File: config.mk
export PLATFORM = sky130hd
export DESIGN_NAME = packbits_run_length_encoder_unit
export DESIGN_NICKNAME = d
export VERILOG_FILES = /design/src/rtl/pbrle_pkg.sv /design/src/rtl/pbrle_ctrl.sv /design/src/rtl/pbrle_dp.sv /design/src/rtl/packbits_run_length_encoder_unit.sv
export SDC_FILE = /design/constraint.sdc
export NUM_CORES = 1
export LEC_CHECK = 0
export BUFFER_PORTS_ARGS = -buffer_cell sky130_fd_sc_hd__buf_2
export CAP_MARGIN = 20
export CORE_ASPECT_RATIO = 1.4
export CORE_MARGIN = 10
export CORE_UTILIZATION = 60
export DETAILED_ROUTE_END_ITERATION = 8
export GPL_TIMING_DRIVEN = 0
export PLACE_DENSITY = 0.83
export SLEW_MARGIN = 20
export SYNTH_ARGS = -nofsm -noshare
export SYNTH_HDL_FRONTEND = slang
export SYNTH_SLANG_ARGS = --single-unit
File: constraint.sdc
create_clock -name clk -period 8.85 [get_ports clk]
set_clock_uncertainty 0.05 [all_clocks]
set_input_delay 2.2125 -clock clk [delete_from_list [all_inputs] [get_ports clk]]
set_output_delay 2.2125 -clock clk [all_outputs]
set_load 0.005 [all_outputs]
File: src/rtl/pbrle_pkg.sv
// shared types and constants for the packbits run-length encoder
package pbrle_pkg;

  localparam int DEF_MAX_LITERAL = 32;
  localparam int DEF_MAX_REPEAT  = 128;

  localparam logic [7:0] END_CODE = 8'd128;

  typedef enum logic [3:0] {
    ST_IDLE,
    ST_DECIDE,
    ST_CLOSE,
    ST_RUN_HDR,
    ST_RUN_VAL,
    ST_FL_HDR,
    ST_FL_LIT,
    ST_END,
    ST_DONE
  } state_t;

  typedef enum logic [1:0] {
    RET_FIN,
    RET_CLOSE,
    RET_END
  } ret_t;

  typedef enum logic [2:0] {
    EM_RUN_HDR,
    EM_RUN_VAL,
    EM_LIT_HDR,
    EM_LIT,
    EM_END
  } emit_t;

  typedef struct packed {
    logic  accept;
    logic  emit;
    emit_t sel;
    logic  inc_rl;
    logic  push;
    logic  rl_dec;
    logic  set_run;
    logic  rl_clr;
    logic  clr_all;
    logic  lc_clr;
    logic  rd_first;
    logic  rd_next;
    logic  release_held;
  } cmd_t;

  typedef struct packed {
    logic extend;
    logic flush_need;
    logic rl_zero;
    logic rl_one;
    logic rl_ge3;
    logic lc_zero;
    logic push_fills;
    logic lit_last;
    logic fin;
    logic emit_ok;
    logic can_load;
    logic held_v;
  } status_t;

endpackage

File: src/rtl/pbrle_ctrl.sv
// sequencer for run, literal and end code emission
module pbrle_ctrl (
  input  logic             clk,
  input  logic             rst_n,
  input  logic             in_valid,
  output logic             in_stall,
  input  pbrle_pkg::status_t st,
  output pbrle_pkg::cmd_t    cmd
);
  import pbrle_pkg::*;

  state_t state_r, state_nxt;
  logic   final_r, final_nxt;
  ret_t   ret_r, ret_nxt;

  // targets when a run close or a literal flush completes
  state_t cd_state, fr_state, fin_state;
  logic   cd_final, fr_final;
  ret_t   cd_ret;
  logic   close_here;

  always_ff @(posedge clk) begin
    if (!rst_n) begin
      state_r <= ST_IDLE;
      final_r <= 1'b0;
      ret_r   <= RET_FIN;
    end else begin
      state_r <= state_nxt;
      final_r <= final_nxt;
      ret_r   <= ret_nxt;
    end
  end

  assign in_stall   = (state_r != ST_IDLE);
  assign close_here = !st.rl_ge3 && (st.rl_zero || (st.rl_one && !st.push_fills));

  // a pending or just emitted byte still needs its last-of-burst release
  always_comb begin
    fin_state = (st.held_v || (cmd.emit && st.emit_ok)) ? ST_DONE : ST_IDLE;
  end

  always_comb begin
    cd_ret = ret_r;
    if (final_r) begin
      cd_state = ST_FL_HDR;
      cd_final = 1'b1;
      cd_ret   = RET_END;
    end else if (st.fin) begin
      cd_state = ST_CLOSE;
      cd_final = 1'b1;
    end else begin
      cd_state = fin_state;
      cd_final = 1'b0;
    end
  end

  always_comb begin
    fr_final = final_r;
    unique case (ret_r)
      RET_FIN: begin
        if (st.fin) begin
          fr_state = ST_CLOSE;
          fr_final = 1'b1;
        end else begin
          fr_state = fin_state;
        end
      end
      RET_CLOSE: fr_state = ST_CLOSE;
      RET_END:   fr_state = ST_END;
      default:   fr_state = ST_END;
    endcase
  end

  always_comb begin
    state_nxt = state_r;
    final_nxt = final_r;
    ret_nxt   = ret_r;
    unique case (state_r)
      ST_IDLE: begin
        if (in_valid) state_nxt = ST_DECIDE;
      end
      ST_DECIDE: begin
        if (st.extend) begin
          if (st.flush_need) begin
            state_nxt = ST_FL_HDR;
            ret_nxt   = RET_FIN;
          end else if (st.fin) begin
            state_nxt = ST_CLOSE;
            final_nxt = 1'b1;
          end else begin
            state_nxt = ST_IDLE;
          end
        end else begin
          state_nxt = ST_CLOSE;
          final_nxt = 1'b0;
        end
      end
      ST_CLOSE: begin
        if (st.rl_ge3) begin
          state_nxt = ST_RUN_HDR;
        end else if (close_here) begin
          state_nxt = cd_state;
          final_nxt = cd_final;
          ret_nxt   = cd_ret;
        end else if (st.push_fills) begin
          state_nxt = ST_FL_HDR;
          ret_nxt   = RET_CLOSE;
        end
      end
      ST_RUN_HDR: begin
        if (st.emit_ok) state_nxt = ST_RUN_VAL;
      end
      ST_RUN_VAL: begin
        if (st.emit_ok) begin
          state_nxt = cd_state;
          final_nxt = cd_final;
          ret_nxt   = cd_ret;
        end
      end
      ST_FL_HDR: begin
        if (st.lc_zero) begin
          state_nxt = fr_state;
          final_nxt = fr_final;
        end else if (st.emit_ok) begin
          state_nxt = ST_FL_LIT;
        end
      end
      ST_FL_LIT: begin
        if (st.emit_ok && st.lit_last) begin
          state_nxt = fr_state;
          final_nxt = fr_final;
        end
      end
      ST_END: begin
        if (st.emit_ok) state_nxt = ST_DONE;
      end
      ST_DONE: begin
        if (!st.held_v || st.can_load) state_nxt = ST_IDLE;
      end
      default: state_nxt = ST_IDLE;
    endcase
  end

  always_comb begin
    cmd     = '0;
    cmd.sel = EM_END;
    unique case (state_r)
      ST_IDLE:   cmd.accept = in_valid;
      ST_DECIDE: cmd.inc_rl = st.extend;
      ST_CLOSE: begin
        if (!st.rl_ge3 && !st.rl_zero) begin
          cmd.push   = 1'b1;
          cmd.rl_dec = 1'b1;
        end
        cmd.set_run = close_here && !final_r;
      end
      ST_RUN_HDR: begin
        cmd.emit = 1'b1;
        cmd.sel  = EM_RUN_HDR;
      end
      ST_RUN_VAL: begin
        cmd.emit    = 1'b1;
        cmd.sel     = EM_RUN_VAL;
        cmd.rl_clr  = st.emit_ok;
        cmd.set_run = st.emit_ok && !final_r;
      end
      ST_FL_HDR: begin
        if (!st.lc_zero) begin
          cmd.emit     = 1'b1;
          cmd.sel      = EM_LIT_HDR;
          cmd.rd_first = st.emit_ok;
        end
      end
      ST_FL_LIT: begin
        cmd.emit    = 1'b1;
        cmd.sel     = EM_LIT;
        cmd.lc_clr  = st.emit_ok && st.lit_last;
        cmd.rd_next = st.emit_ok && !st.lit_last;
      end
      ST_END: begin
        cmd.emit    = 1'b1;
        cmd.sel     = EM_END;
        cmd.clr_all = st.emit_ok;
      end
      ST_DONE:   cmd.release_held = 1'b1;
      default:   cmd.accept = 1'b0;
    endcase
  end

endmodule

File: src/rtl/pbrle_dp.sv
// run and literal registers, literal memory, hold stage and output register
module pbrle_dp #(
  parameter int MAX_LITERAL = pbrle_pkg::DEF_MAX_LITERAL,
  parameter int MAX_REPEAT  = pbrle_pkg::DEF_MAX_REPEAT
) (
  input  logic               clk,
  input  logic               rst_n,
  input  logic [7:0]         in_byte,
  input  logic               in_final_byte,
  output logic               out_valid,
  input  logic               out_stall,
  output logic [7:0]         out_byte,
  output logic               out_last_of_burst,
  input  pbrle_pkg::cmd_t    cmd,
  output pbrle_pkg::status_t st
);
  import pbrle_pkg::*;

  localparam int LC_W  = $clog2(MAX_LITERAL + 1);
  localparam int LCX_W = LC_W + 1;
  localparam int IDX_W = (MAX_LITERAL > 1) ? $clog2(MAX_LITERAL) : 1;

  logic [7:0]       mem [MAX_LITERAL];
  logic [7:0]       mem_q_r;
  logic [IDX_W-1:0] idx_r;
  logic [IDX_W-1:0] rd_addr;

  logic [7:0]      byte_r;
  logic            fin_r;
  logic [LC_W-1:0] lc_r, lc_nxt;
  logic [7:0]      rv_r, rv_nxt;
  logic [7:0]      rl_r, rl_nxt;

  logic       held_v_r;
  logic [7:0] held_r;
  logic       out_valid_r, out_last_r;
  logic [7:0] out_byte_r;

  logic       can_load, emit_ok, emit_fire, move;
  logic [7:0] emit_data;

  assign can_load  = !out_valid_r || !out_stall;
  assign emit_ok   = !held_v_r || can_load;
  assign emit_fire = cmd.emit && emit_ok;
  assign move      = held_v_r && can_load && (cmd.emit || cmd.release_held);

  always_comb begin
    st.extend     = (rl_r != 8'd0) && (byte_r == rv_r) && (rl_r < 8'(MAX_REPEAT));
    st.flush_need = ((rl_r == 8'd1) &&
                     ((LCX_W'(lc_r) + LCX_W'(2)) > LCX_W'(MAX_LITERAL))) ||
                    (rl_r == 8'd2);
    st.rl_zero    = (rl_r == 8'd0);
    st.rl_one     = (rl_r == 8'd1);
    st.rl_ge3     = (rl_r >= 8'd3);
    st.lc_zero    = (lc_r == '0);
    st.push_fills = (LCX_W'(lc_r) + LCX_W'(1)) == LCX_W'(MAX_LITERAL);
    st.lit_last   = (LCX_W'(idx_r) + LCX_W'(1)) == LCX_W'(lc_r);
    st.fin        = fin_r;
    st.emit_ok    = emit_ok;
    st.can_load   = can_load;
    st.held_v     = held_v_r;
  end

  always_comb begin
    unique case (cmd.sel)
      // 257 - length, taken mod 256
      EM_RUN_HDR: emit_data = 8'd1 - rl_r;
      EM_RUN_VAL: emit_data = rv_r;
      EM_LIT_HDR: emit_data = {{(8 - LC_W){1'b0}}, lc_r - LC_W'(1)};
      EM_LIT:     emit_data = mem_q_r;
      EM_END:     emit_data = END_CODE;
      default:    emit_data = END_CODE;
    endcase
  end

  always_comb begin
    lc_nxt = lc_r;
    rv_nxt = rv_r;
    rl_nxt = rl_r;
    if (cmd.inc_rl) rl_nxt = rl_r + 8'd1;
    if (cmd.rl_dec) rl_nxt = rl_r - 8'd1;
    if (cmd.rl_clr) rl_nxt = 8'd0;
    if (cmd.push)   lc_nxt = lc_r + LC_W'(1);
    if (cmd.lc_clr) lc_nxt = '0;
    if (cmd.set_run) begin
      rv_nxt = byte_r;
      rl_nxt = 8'd1;
    end
    if (cmd.clr_all) begin
      lc_nxt = '0;
      rv_nxt = 8'd0;
      rl_nxt = 8'd0;
    end
  end

  always_ff @(posedge clk) begin
    if (!rst_n) begin
      lc_r <= '0;
      rv_r <= 8'd0;
      rl_r <= 8'd0;
    end else begin
      lc_r <= lc_nxt;
      rv_r <= rv_nxt;
      rl_r <= rl_nxt;
    end
  end

  always_ff @(posedge clk) begin
    if (cmd.accept) begin
      byte_r <= in_byte;
      fin_r  <= in_final_byte;
    end
  end

  assign rd_addr = cmd.rd_first ? '0 : idx_r + IDX_W'(1);

  always_ff @(posedge clk) begin
    if (cmd.push) mem[lc_r[IDX_W-1:0]] <= rv_r;
    if (cmd.rd_first || cmd.rd_next) begin
      mem_q_r <= mem[rd_addr];
      idx_r   <= rd_addr;
    end
  end

  // one byte held back so the last byte of a request can be flagged
  always_ff @(posedge clk) begin
    if (!rst_n) begin
      held_v_r    <= 1'b0;
      out_valid_r <= 1'b0;
    end else begin
      if (emit_fire) begin
        held_v_r <= 1'b1;
      end else if (cmd.release_held && can_load) begin
        held_v_r <= 1'b0;
      end
      if (move) begin
        out_valid_r <= 1'b1;
      end else if (can_load) begin
        out_valid_r <= 1'b0;
      end
    end
  end

  always_ff @(posedge clk) begin
    if (emit_fire) held_r <= emit_data;
    if (move) begin
      out_byte_r <= held_r;
      out_last_r <= cmd.release_held;
    end
  end

  assign out_valid         = out_valid_r;
  assign out_byte          = out_byte_r;
  assign out_last_of_burst = out_last_r;

endmodule

File: src/rtl/packbits_run_length_encoder_unit.sv
// top level of the packbits run-length encoder
//
// raw bytes enter on the in_ channel (valid/stall), one request per byte,
// in_final_byte marking the last byte of an image. coded bytes leave on the
// out_ channel; out_last_of_burst flags the last byte caused by a request.
// a request that codes nothing produces no output at all.
// one byte is worked on at a time: in_stall is high from the cycle after a
// request until the controller is done with it.
// emission runs one coded byte per cycle, unless out_stall holds it back,
// from a single-port literal memory with registered read: a literal flush
// sends a header and then its n bytes, a repeat code a header and the
// value, and a burst ends with the release of the held byte.
// the end code 128 follows the final byte's flushes.
// synchronous reset clears the run, the literal count and both channels;
// the literal memory needs no clearing, only written entries are read.
// while out_stall holds a valid output, the output register freezes, a full
// hold stage keeps its byte and emission waits; nothing is dropped.
module packbits_run_length_encoder_unit #(
  parameter int MAX_LITERAL = pbrle_pkg::DEF_MAX_LITERAL,
  parameter int MAX_REPEAT  = pbrle_pkg::DEF_MAX_REPEAT
) (
  input  logic       clk,
  input  logic       rst_n,
  input  logic       in_valid,
  output logic       in_stall,
  input  logic [7:0] in_byte,
  input  logic       in_final_byte,
  output logic       out_valid,
  input  logic       out_stall,
  output logic [7:0] out_byte,
  output logic       out_last_of_burst
);
  import pbrle_pkg::*;

  cmd_t    cmd;
  status_t st;

  pbrle_ctrl u_ctrl (
    .clk      (clk),
    .rst_n    (rst_n),
    .in_valid (in_valid),
    .in_stall (in_stall),
    .st       (st),
    .cmd      (cmd)
  );

  pbrle_dp #(
    .MAX_LITERAL (MAX_LITERAL),
    .MAX_REPEAT  (MAX_REPEAT)
  ) u_dp (
    .clk               (clk),
    .rst_n             (rst_n),
    .in_byte           (in_byte),
    .in_final_byte     (in_final_byte),
    .out_valid         (out_valid),
    .out_stall         (out_stall),
    .out_byte          (out_byte),
    .out_last_of_burst (out_last_of_burst),
    .cmd               (cmd),
    .st                (st)
  );

endmodule
==> impl_metrics.py, run 1 <==
metrics = {
    "route": {
        "post-route-drc-count": 0,
        "detailroute.via_count": 9691,
        "totalWireLength_um": 35000,
        "number_of_violations_reported_at_the_end_of_detailed_routing_iteration_0": 1138,
        "wire_per_inst_um": 23.7,
        "ant_nets": 0,
        "detail_route.vias_per_cell": 6.56,
        "detail_route.first_pass.iterations": 7,
    },
    "power_and_ir_drop": {
        "powerDensity_nw_per_um2": 247,
        "peakVddDrop_v": 0.000207,
        "p_leak_nw": 5.05,
    },
    "sta": {
        "slew_headroom_pct": 33.7,
        "grt_setup_unrepaired": "no",
        "fin_tns_setup_ps": 0,
        "layout_worst_path_cycle_share_pct": 51.7,
        "setup_viol_count_final": 0,
        "hold_viol_final": 0,
        "fin_crit_ps": 4580,
        "final.setup.worst_slack_ps": 4270,
        "tightest_slew_ps": 986,
        "final-max-slew-violation-count": 0,
        "max_clk_rate_ghz": 0.218,
    },
    "synthesis": {
        "synth.top_cells.by_area": "sky130_fd_sc_hd__edfxtp_1 (63%), sky130_fd_sc_hd__dfxtp_1 (4.4%), sky130_fd_sc_hd__nor2_1 (3.9%)",
        "postSynthNetCount": 1122,
        "yosys_register_bits": 326,
        "netlist_area_sq_um": 14100,
        "count_of_distinct_cell_types_in_the_synthesized_netlist": 74,
        "seq_area_frac_synth_pct": 67.1,
        "synth_edf_count": 295,
        "postSynth.topFlopCell": "sky130_fd_sc_hd__edfxtp_1",
        "area_share_of_the_leading_cell_type_in_the_synthesized_netlist_pct": 62.7,
        "yosys_warnings": 0,
        "synthMostInstantiatedCell": "sky130_fd_sc_hd__edfxtp_1",
        "synth.cells.most_frequent": "sky130_fd_sc_hd__edfxtp_1 (295), sky130_fd_sc_hd__nor2_1 (145), sky130_fd_sc_hd__nand2_1 (71)",
        "synth_top_area_cell": "sky130_fd_sc_hd__edfxtp_1",
        "syn_avg_cell_area_sq_um": 12.9,
        "postSynthCellCount": 1095,
        "synth_async_sr_flop_share_pct": 0,
    },
    "critical_path": {
        "worstReg2RegEnd": "u_dp.mem_q_r[3]",
        "worst_setup_path_endpoint": "u_dp.mem_q_r[3]",
        "worst_setup_path_end_kind": "flop",
        "cp-startpoint": "out_stall",
        "r2r_setup_slk_ps": 4560,
        "criticalPathCategory": "in -> reg",
        "critPathLaunchType": "input port",
        "reg2reg_depth": 13,
        "rr_startpoint": "u_dp.lc_r[0]",
        "critPathRequiredTime_ps": 9070,
        "timing.critical_path.fanout_max": 10,
        "cp_data_arrival_time_ps": 4800,
    },
    "clock_tree": {
        "ctsLongestPathBuffers": 3,
        "cts_hold_buf": 0,
        "h_tree_levels": 1,
        "tritoncts.num_buffers": 28,
        "cts_tree": "built",
        "cts_num_sinks": 326,
        "clk_pin_slew_ps": 70,
        "clockRootBuffer": "sky130_fd_sc_hd__clkbuf_16",
        "worst_skew_pair.late_latency_ps": 550,
        "cts_resized": 0,
        "cts_post_setup_buffers_inserted": 0,
    },
    "final_layout": {
        "design_area_final_sq_um": 15600,
        "antenna_cells_inserted": 0,
        "area_growth_syn_to_layout_pct": 10.5,
        "num-fill-cells": 1533,
        "finalNetCount": 1178,
        "drive_gt1_share_pct": 9.04,
    },
    "floorplan": {
        "die_area_sq_um": 30200,
        "fp.coreArea_sq_um": 23200,
        "io-pin-count": 24,
        "initial_utilization_pct": 60.8,
        "dieHeight_um": 202,
        "die_w_um": 150,
        "row_count": 66,
    },
    "placement": {
        "finalWeightedCongestion": 0.991,
        "hpwlAfterDp_um": 24100,
        "place_worst_setup_slack_ps": 3780,
        "placedInstanceArea_sq_um": 14700,
        "io_buffers": 23,
    },
    "global_routing": {
        "grt_pass1_vias": 9399,
        "grt.overflow.total": 0,
        "groute.usage.overall_pct": 22.5,
        "antenna_found_initial": 0,
        "grt_pass1_wl_um": 52900,
        "maximum_number_of_pins_on_one_net_before_global_route_repair": 36,
    },
    "job": {
        "cap_violations": 0,
    },
    "status": {
        "outcome": "finished, final reports clean",
    },
    "min_path": {
        "holdCritPathClass": "reg -> reg",
    },
}
==> critical path: stages <==
cell	delay [ps]
sky130_fd_sc_hd__buf_2	100
sky130_fd_sc_hd__nand3_1	280
sky130_fd_sc_hd__o211ai_4	290
sky130_fd_sc_hd__nand2_1	230
sky130_fd_sc_hd__clkbuf_1	330
sky130_fd_sc_hd__clkbuf_1	330
sky130_fd_sc_hd__o221ai_1	250
sky130_fd_sc_hd__o21ai_0	180
sky130_fd_sc_hd__o32ai_1	510
sky130_fd_sc_hd__nor4_1	80
==> layout by cell type (no fill, tap or decap), types with 19 or more instances in the layout <==
cell type                   instances
sky130_fd_sc_hd__o22ai_1           19
sky130_fd_sc_hd__nor3_1            66
sky130_fd_sc_hd__o21ai_0           34
sky130_fd_sc_hd__a21oi_1           19
sky130_fd_sc_hd__buf_2             30
sky130_fd_sc_hd__xnor2_1           21
sky130_fd_sc_hd__nor2_1           145
sky130_fd_sc_hd__nand2_1           71
sky130_fd_sc_hd__nand3_1           20
sky130_fd_sc_hd__dfxtp_1           23
sky130_fd_sc_hd__and3_1            20
sky130_fd_sc_hd__edfxtp_1         295
sky130_fd_sc_hd__clkbuf_16         29
sky130_fd_sc_hd__clkbuf_1          54
sky130_fd_sc_hd__mux2i_1           41
==> cells by family after synthesis <==
logic type / after synthesis / share of synthesized area, %
buf+inv: 80 / 2.35
simple gates: 393 / 13.4
xor+xnor: 36 / 2.23
mux: 41 / 2.91
fa+ha+maj: 14 / 1.24
compound gates: 205 / 10.7
flops: 326 / 67.1
==> state kept, by name, indices dropped and copies added, names as in the netlist <==
| signal | cells |
|---|---|
| u_dp.mem | 256 |
| u_dp.byte_r | 8 |
| u_dp.held_r | 8 |
| u_dp.mem_q_r | 8 |
| u_dp.out_byte | 8 |
| u_dp.rl_r | 8 |
| u_dp.rv_r | 8 |
| u_dp.lc_r | 6 |
| u_dp.idx_r | 5 |
| u_ctrl.state_r | 4 |
| u_ctrl.ret_r | 2 |
| u_ctrl.final_r | 1 |
| u_dp.fin_r | 1 |
| u_dp.held_v_r | 1 |
| u_dp.out_last_of_burst | 1 |
| u_dp.out_valid | 1 |
==> through the flow <==
stage | cells | utilization [%] | total power [W] | hold slack (ps)
3_5_place_dp | 1427 | 63.4 | 0.00267 | 355
6_report | 1478 | 67.2 | 0.00385 | 366
5_1_grt | 1478 | 67.2 | 0.00398 | 393
3_3_place_gp | 1424 | 63.0 | 0.00263 | 351
2_1_floorplan | 1095 | - | 0.00239 | 350
4_1_cts | 1478 | 67.2 | 0.00384 | 367
==> final cells by class <==
type | count | area (sq um) | share of cell area [%]
Sequential cell | 326 | 9490 | 60.8
Multi-Input combinational cell | 689 | 4310 | 27.6
Clock buffer | 30 | 729 | 4.68
Tap cell | 306 | 383 | 2.45
Buffer | 65 | 275 | 1.76
Timing Repair Buffer | 26 | 190 | 1.22
Clock inverter | 21 | 164 | 1.05
Inverter | 15 | 56.3 | 0.361
==> power breakdown <==
group / internal, W / switching (W) / total, W
clock network: 0.000656 / 0.000540 / 0.00120
logic: 0.000223 / 0.000412 / 0.000634
registers: 0.00187 / 0.000155 / 0.00202
total: 0.00275 / 0.00111 / 0.00385
==> metal layers <==
layer	global-route usage [%]	wire, um	share of wire (%)	vias to the layer above
li1	-	-	-	4319
met1	25.1	11800	34	4640
met2	38.9	17700	51	590
met3	3.84	3130	8.9	142
met4	14.1	2450	7.0	0
met5	0	0	0	-
==> worst min path at each step <==
| stage | start | to | slack (ps) | cells after the start |
|---|---|---|---|---|
| after detailed placement | u_dp.held_r[6] | u_dp.out_byte[6] | 360 | 0 |
| after global routing | u_dp.held_r[1] | u_dp.out_byte[1] | 390 | 0 |
| after global placement | u_dp.held_r[4] | u_dp.out_byte[4] | 350 | 0 |
| final | u_dp.held_r[6] | u_dp.out_byte[6] | 370 | 0 |
| after CTS | u_dp.held_r[6] | u_dp.out_byte[6] | 370 | 0 |
| after floorplan | u_dp.held_r[0] | u_dp.out_byte[0] | 350 | 0 |
Note: power is estimated with default switching activity, not from simulation.
==> run 2: changes to the inputs <==
--- a/config.mk
+++ b/config.mk
@@ -5,6 +5,7 @@
 export SDC_FILE = /design/constraint.sdc
 export NUM_CORES = 1
 export LEC_CHECK = 0
+export ABC_AREA = 1
 export BUFFER_PORTS_ARGS = -buffer_cell sky130_fd_sc_hd__buf_2
 export CAP_MARGIN = 20
 export CORE_ASPECT_RATIO = 1.4
==> constraint.sdc (replaced) <==
create_clock -name clk -period 4.4 [get_ports clk]
set_clock_uncertainty 0.05 [all_clocks]
set_input_delay 1.1 -clock clk [delete_from_list [all_inputs] [get_ports clk]]
set_output_delay 1.1 -clock clk [all_outputs]
set_load 0.005 [all_outputs]
==> run 2 against run 1 <==
Compared with the run above:
- flip-flop and latch count stayed put
- critical path depth is 1 lower
- total power is 96% higher
- hold slack better by 6.4 ps
- clock power is 120% higher
- global-route usage is 0.95 points higher
- register-to-register slack worse by 3500 ps
- utilization is 0.29 points higher
- sequential power is 110% higher
- combinational power is 22% higher
- die area is 4.1% higher
- highest routed layer unchanged
==> impl_metrics.py, run 2 <==
metrics = {
    "status": {
        "outcome": "finished, final reports clean",
    },
    "power_and_ir_drop": {
        "power_switching_share_pct": 27.7,
        "powerDensity_nw_per_um2": 463,
        "p_int_w": 0.00546,
        "p_leak_nw": 6.29,
        "netSwitchingPower_w": 0.00209,
        "clock_power_share_pct": 34.2,
        "combinationalPowerShare_pct": 10.2,
        "peakVddDrop_v": 0.000647,
        "power_frac_seq_pct": 55.6,
    },
    "route": {
        "post-route-drc-count": 0,
        "detail_route.first_pass.iterations": 6,
        "detail_route.vias_per_cell": 5.99,
        "wire_per_inst_um": 21.3,
        "ant_nets": 0,
        "number_of_violations_reported_at_the_end_of_detailed_routing_iteration_0": 1182,
        "detailroute.via_count": 10704,
        "totalWireLength_um": 38000,
    },
    "critical_path": {
        "criticalPathCategory": "reg -> reg",
        "reg2reg_depth": 9,
        "timing.critical_path.cells": "ha_1 > nor3_4 > inv_2 > nor2_4 > nand2_2 > inv_2 > buf_6 > nand2_1 > nor2_1",
        "critPathRequiredTime_ps": 4550,
        "worst_setup_path_end_kind": "flop",
        "worstReg2RegEnd": "u_dp.mem[8][5]",
        "worst_setup_path_endpoint": "u_dp.mem[8][5]",
        "timing.critical_path.fanout_max": 10,
        "cpMostUsedCell": "sky130_fd_sc_hd__inv_2",
        "worst_path_largest_cell_delay_ps": 730,
        "cp-startpoint": "u_dp.rl_r[0]",
        "r2r_setup_slk_ps": 1010,
        "cp_data_arrival_time_ps": 3530,
        "cell_with_the_largest_stage_delay_on_the_worst_path": "sky130_fd_sc_hd__nor2_1",
        "critPathLaunchType": "flop",
        "rr_startpoint": "u_dp.rl_r[0]",
    },
    "sta": {
        "hold_viol_final": 0,
        "tightest_slew_ps": 992,
        "setup_viol_count_final": 0,
        "layout_worst_path_cycle_share_pct": 77.0,
        "grt_setup_unrepaired": "no",
        "fin_crit_ps": 3390,
        "final-max-slew-violation-count": 0,
        "slew_headroom_pct": 33.3,
        "max_clk_rate_ghz": 0.295,
        "final.setup.worst_slack_ps": 1010,
        "fin_tns_setup_ps": 0,
    },
    "global_routing": {
        "grt_pass1_vias": 10646,
        "antenna_found_initial": 0,
        "maximum_number_of_pins_on_one_net_before_global_route_repair": 37,
        "groute.usage.overall_pct": 23.5,
        "grt_pass1_wl_um": 58000,
        "grt.overflow.total": 0,
    },
    "floorplan": {
        "row_count": 67,
        "initial_utilization_pct": 61.2,
        "io-pin-count": 24,
        "fp.coreArea_sq_um": 24100,
        "dieHeight_um": 206,
        "die_w_um": 153,
        "die_area_sq_um": 31400,
    },
    "clock_tree": {
        "clockRootBuffer": "sky130_fd_sc_hd__clkbuf_16",
        "clk_pin_slew_ps": 70,
        "cts_resized": 0,
        "tritoncts.num_buffers": 30,
        "h_tree_levels": 1,
        "ctsLongestPathBuffers": 3,
        "cts_hold_buf": 0,
        "cts_num_sinks": 326,
        "worst_skew_pair.late_latency_ps": 570,
        "cts_tree": "built",
        "cts_post_setup_buffers_inserted": 0,
    },
    "synthesis": {
        "netlist_area_sq_um": 14800,
        "syn_avg_cell_area_sq_um": 10.6,
        "yosys.area_share.xor_xnor_pct": 0.355,
        "synth_top_area_cell": "sky130_fd_sc_hd__edfxtp_1",
        "synth-adder-area-share_pct": 1.18,
        "synth.cells.most_frequent": "sky130_fd_sc_hd__nand2_1 (305), sky130_fd_sc_hd__edfxtp_1 (295), sky130_fd_sc_hd__inv_1 (171)",
        "synth_async_sr_flop_share_pct": 0,
        "postSynthCellCount": 1397,
        "synthMostInstantiatedCell": "sky130_fd_sc_hd__nand2_1",
        "yosys_register_bits": 326,
        "postSynth.topFlopCell": "sky130_fd_sc_hd__edfxtp_1",
        "count_of_distinct_cell_types_in_the_synthesized_netlist": 39,
        "yosys-mux-area-fraction_pct": 0,
        "synth_edf_count": 295,
        "yosys_warnings": 0,
        "synth.top_cells.by_area": "sky130_fd_sc_hd__edfxtp_1 (60%), sky130_fd_sc_hd__nand2_1 (7.7%), sky130_fd_sc_hd__o211ai_1 (6.7%)",
        "postSynthNetCount": 1424,
        "area_share_of_the_leading_cell_type_in_the_synthesized_netlist_pct": 59.9,
        "seq_area_frac_synth_pct": 64.1,
        "synth_top_family_by_area": "simple AND/OR/NAND/NOR gates",
        "synth_compound_gate_area_share_pct": 9.41,
        "yosys.area_share.simple_pct": 18.1,
    },
    "final_layout": {
        "finalNetCount": 1480,
        "final_cell_mix": "sky130_fd_sc_hd__nand2_1 (305), sky130_fd_sc_hd__edfxtp_1 (295), sky130_fd_sc_hd__inv_1 (171)",
        "leading_cell_type_in_the_layout_fill_and_taps_excluded": "sky130_fd_sc_hd__nand2_1",
        "antenna_cells_inserted": 0,
        "max_reg_flops": 256,
        "drive_gt1_share_pct": 12.2,
        "area_growth_syn_to_layout_pct": 10.3,
    },
    "min_path": {
        "whs_path_depth": 0,
        "holdCritPathClass": "reg -> reg",
    },
    "placement": {
        "place_worst_setup_slack_ps": 746,
        "io_buffers": 23,
        "finalWeightedCongestion": 0.949,
        "hpwlAfterDp_um": 26600,
    },
    "job": {
        "cap_violations": 0,
    },
}
==> run 2: cell type report <==
cell class | instances | area [sq um]
buffer | 60 | 319
clock buffer | 38 | 791
fill | 1753 | 7840
timing repair buffer | 24 | 135
sequential | 326 | 9490
clock inverter | 17 | 180
tap | 310 | 388
inverter | 182 | 684
multi-input combinational | 829 | 4320
==> run 2: worst max-delay path, delay by kind of cell (launching register included) <==
family,cells,cell delay [ps]
adders and majority gates,1,320
buffers and inverters,3,420
DFF,1,420
and+or+nand+nor,5,1810
==> run 2: worst min path at each step <==
| stage | startpoint | endpoint |
|---|---|---|
| finish | u_dp.held_r[2] | u_dp.out_byte[2] |
| global route | u_dp.held_r[2] | u_dp.out_byte[2] |
| CTS | u_dp.held_r[5] | u_dp.out_byte[5] |
| detailed placement | u_dp.held_r[5] | u_dp.out_byte[5] |
| global placement | u_dp.held_r[2] | u_dp.out_byte[2] |
| floorplan | u_dp.held_r[0] | u_dp.out_byte[0] |
==> run 2: kinds of logic (layout without fill, tap and decap cells) <==
kind of cell / after synthesis / in the layout
adders and majority gates: 14 / 14
buffers and inverters: 242 / 321
AOI/OAI and AO/OA: 205 / 205
and+or+nand+nor: 604 / 604
xor gates and xnor gates: 6 / 6
DFF: 326 / 326
==> run 2: per-stage QoR <==
| step | total power [W] | cell area, sq um | util (%) | hold slack, ps | cells |
|---|---|---|---|---|---|
| global placement | 0.00498 | 15300 | 63.3 | 355 | 1730 |
| CTS | 0.00754 | 16300 | 67.5 | 371 | 1786 |
| floorplan | 0.00455 | 14800 | - | 350 | 1397 |
| finish | 0.00755 | 16300 | 67.5 | 372 | 1786 |
| global route | 0.00778 | 16300 | 67.5 | 378 | 1786 |
| detailed placement | 0.00502 | 15300 | 63.5 | 356 | 1731 |
==> run 2: power groups by stage <==
stage	Sequential, W	Clock (W)	Combinational [W]
3_3_place_gp	0.00427	0	0.000711
5_1_grt	0.00422	0.00270	0.000853
4_1_cts	0.00419	0.00258	0.000764
3_5_place_dp	0.00426	0	0.000759
6_report	0.00420	0.00258	0.000771
2_1_floorplan	0.00403	0	0.000519
==> run 2: layer usage <==
layer | wire [um] | track usage [%]
met1 | 13000 | 24.9
met2 | 19400 | 42.1
met3 | 2680 | 2.90
met4 | 2980 | 17.6
met5 | 0 | 0
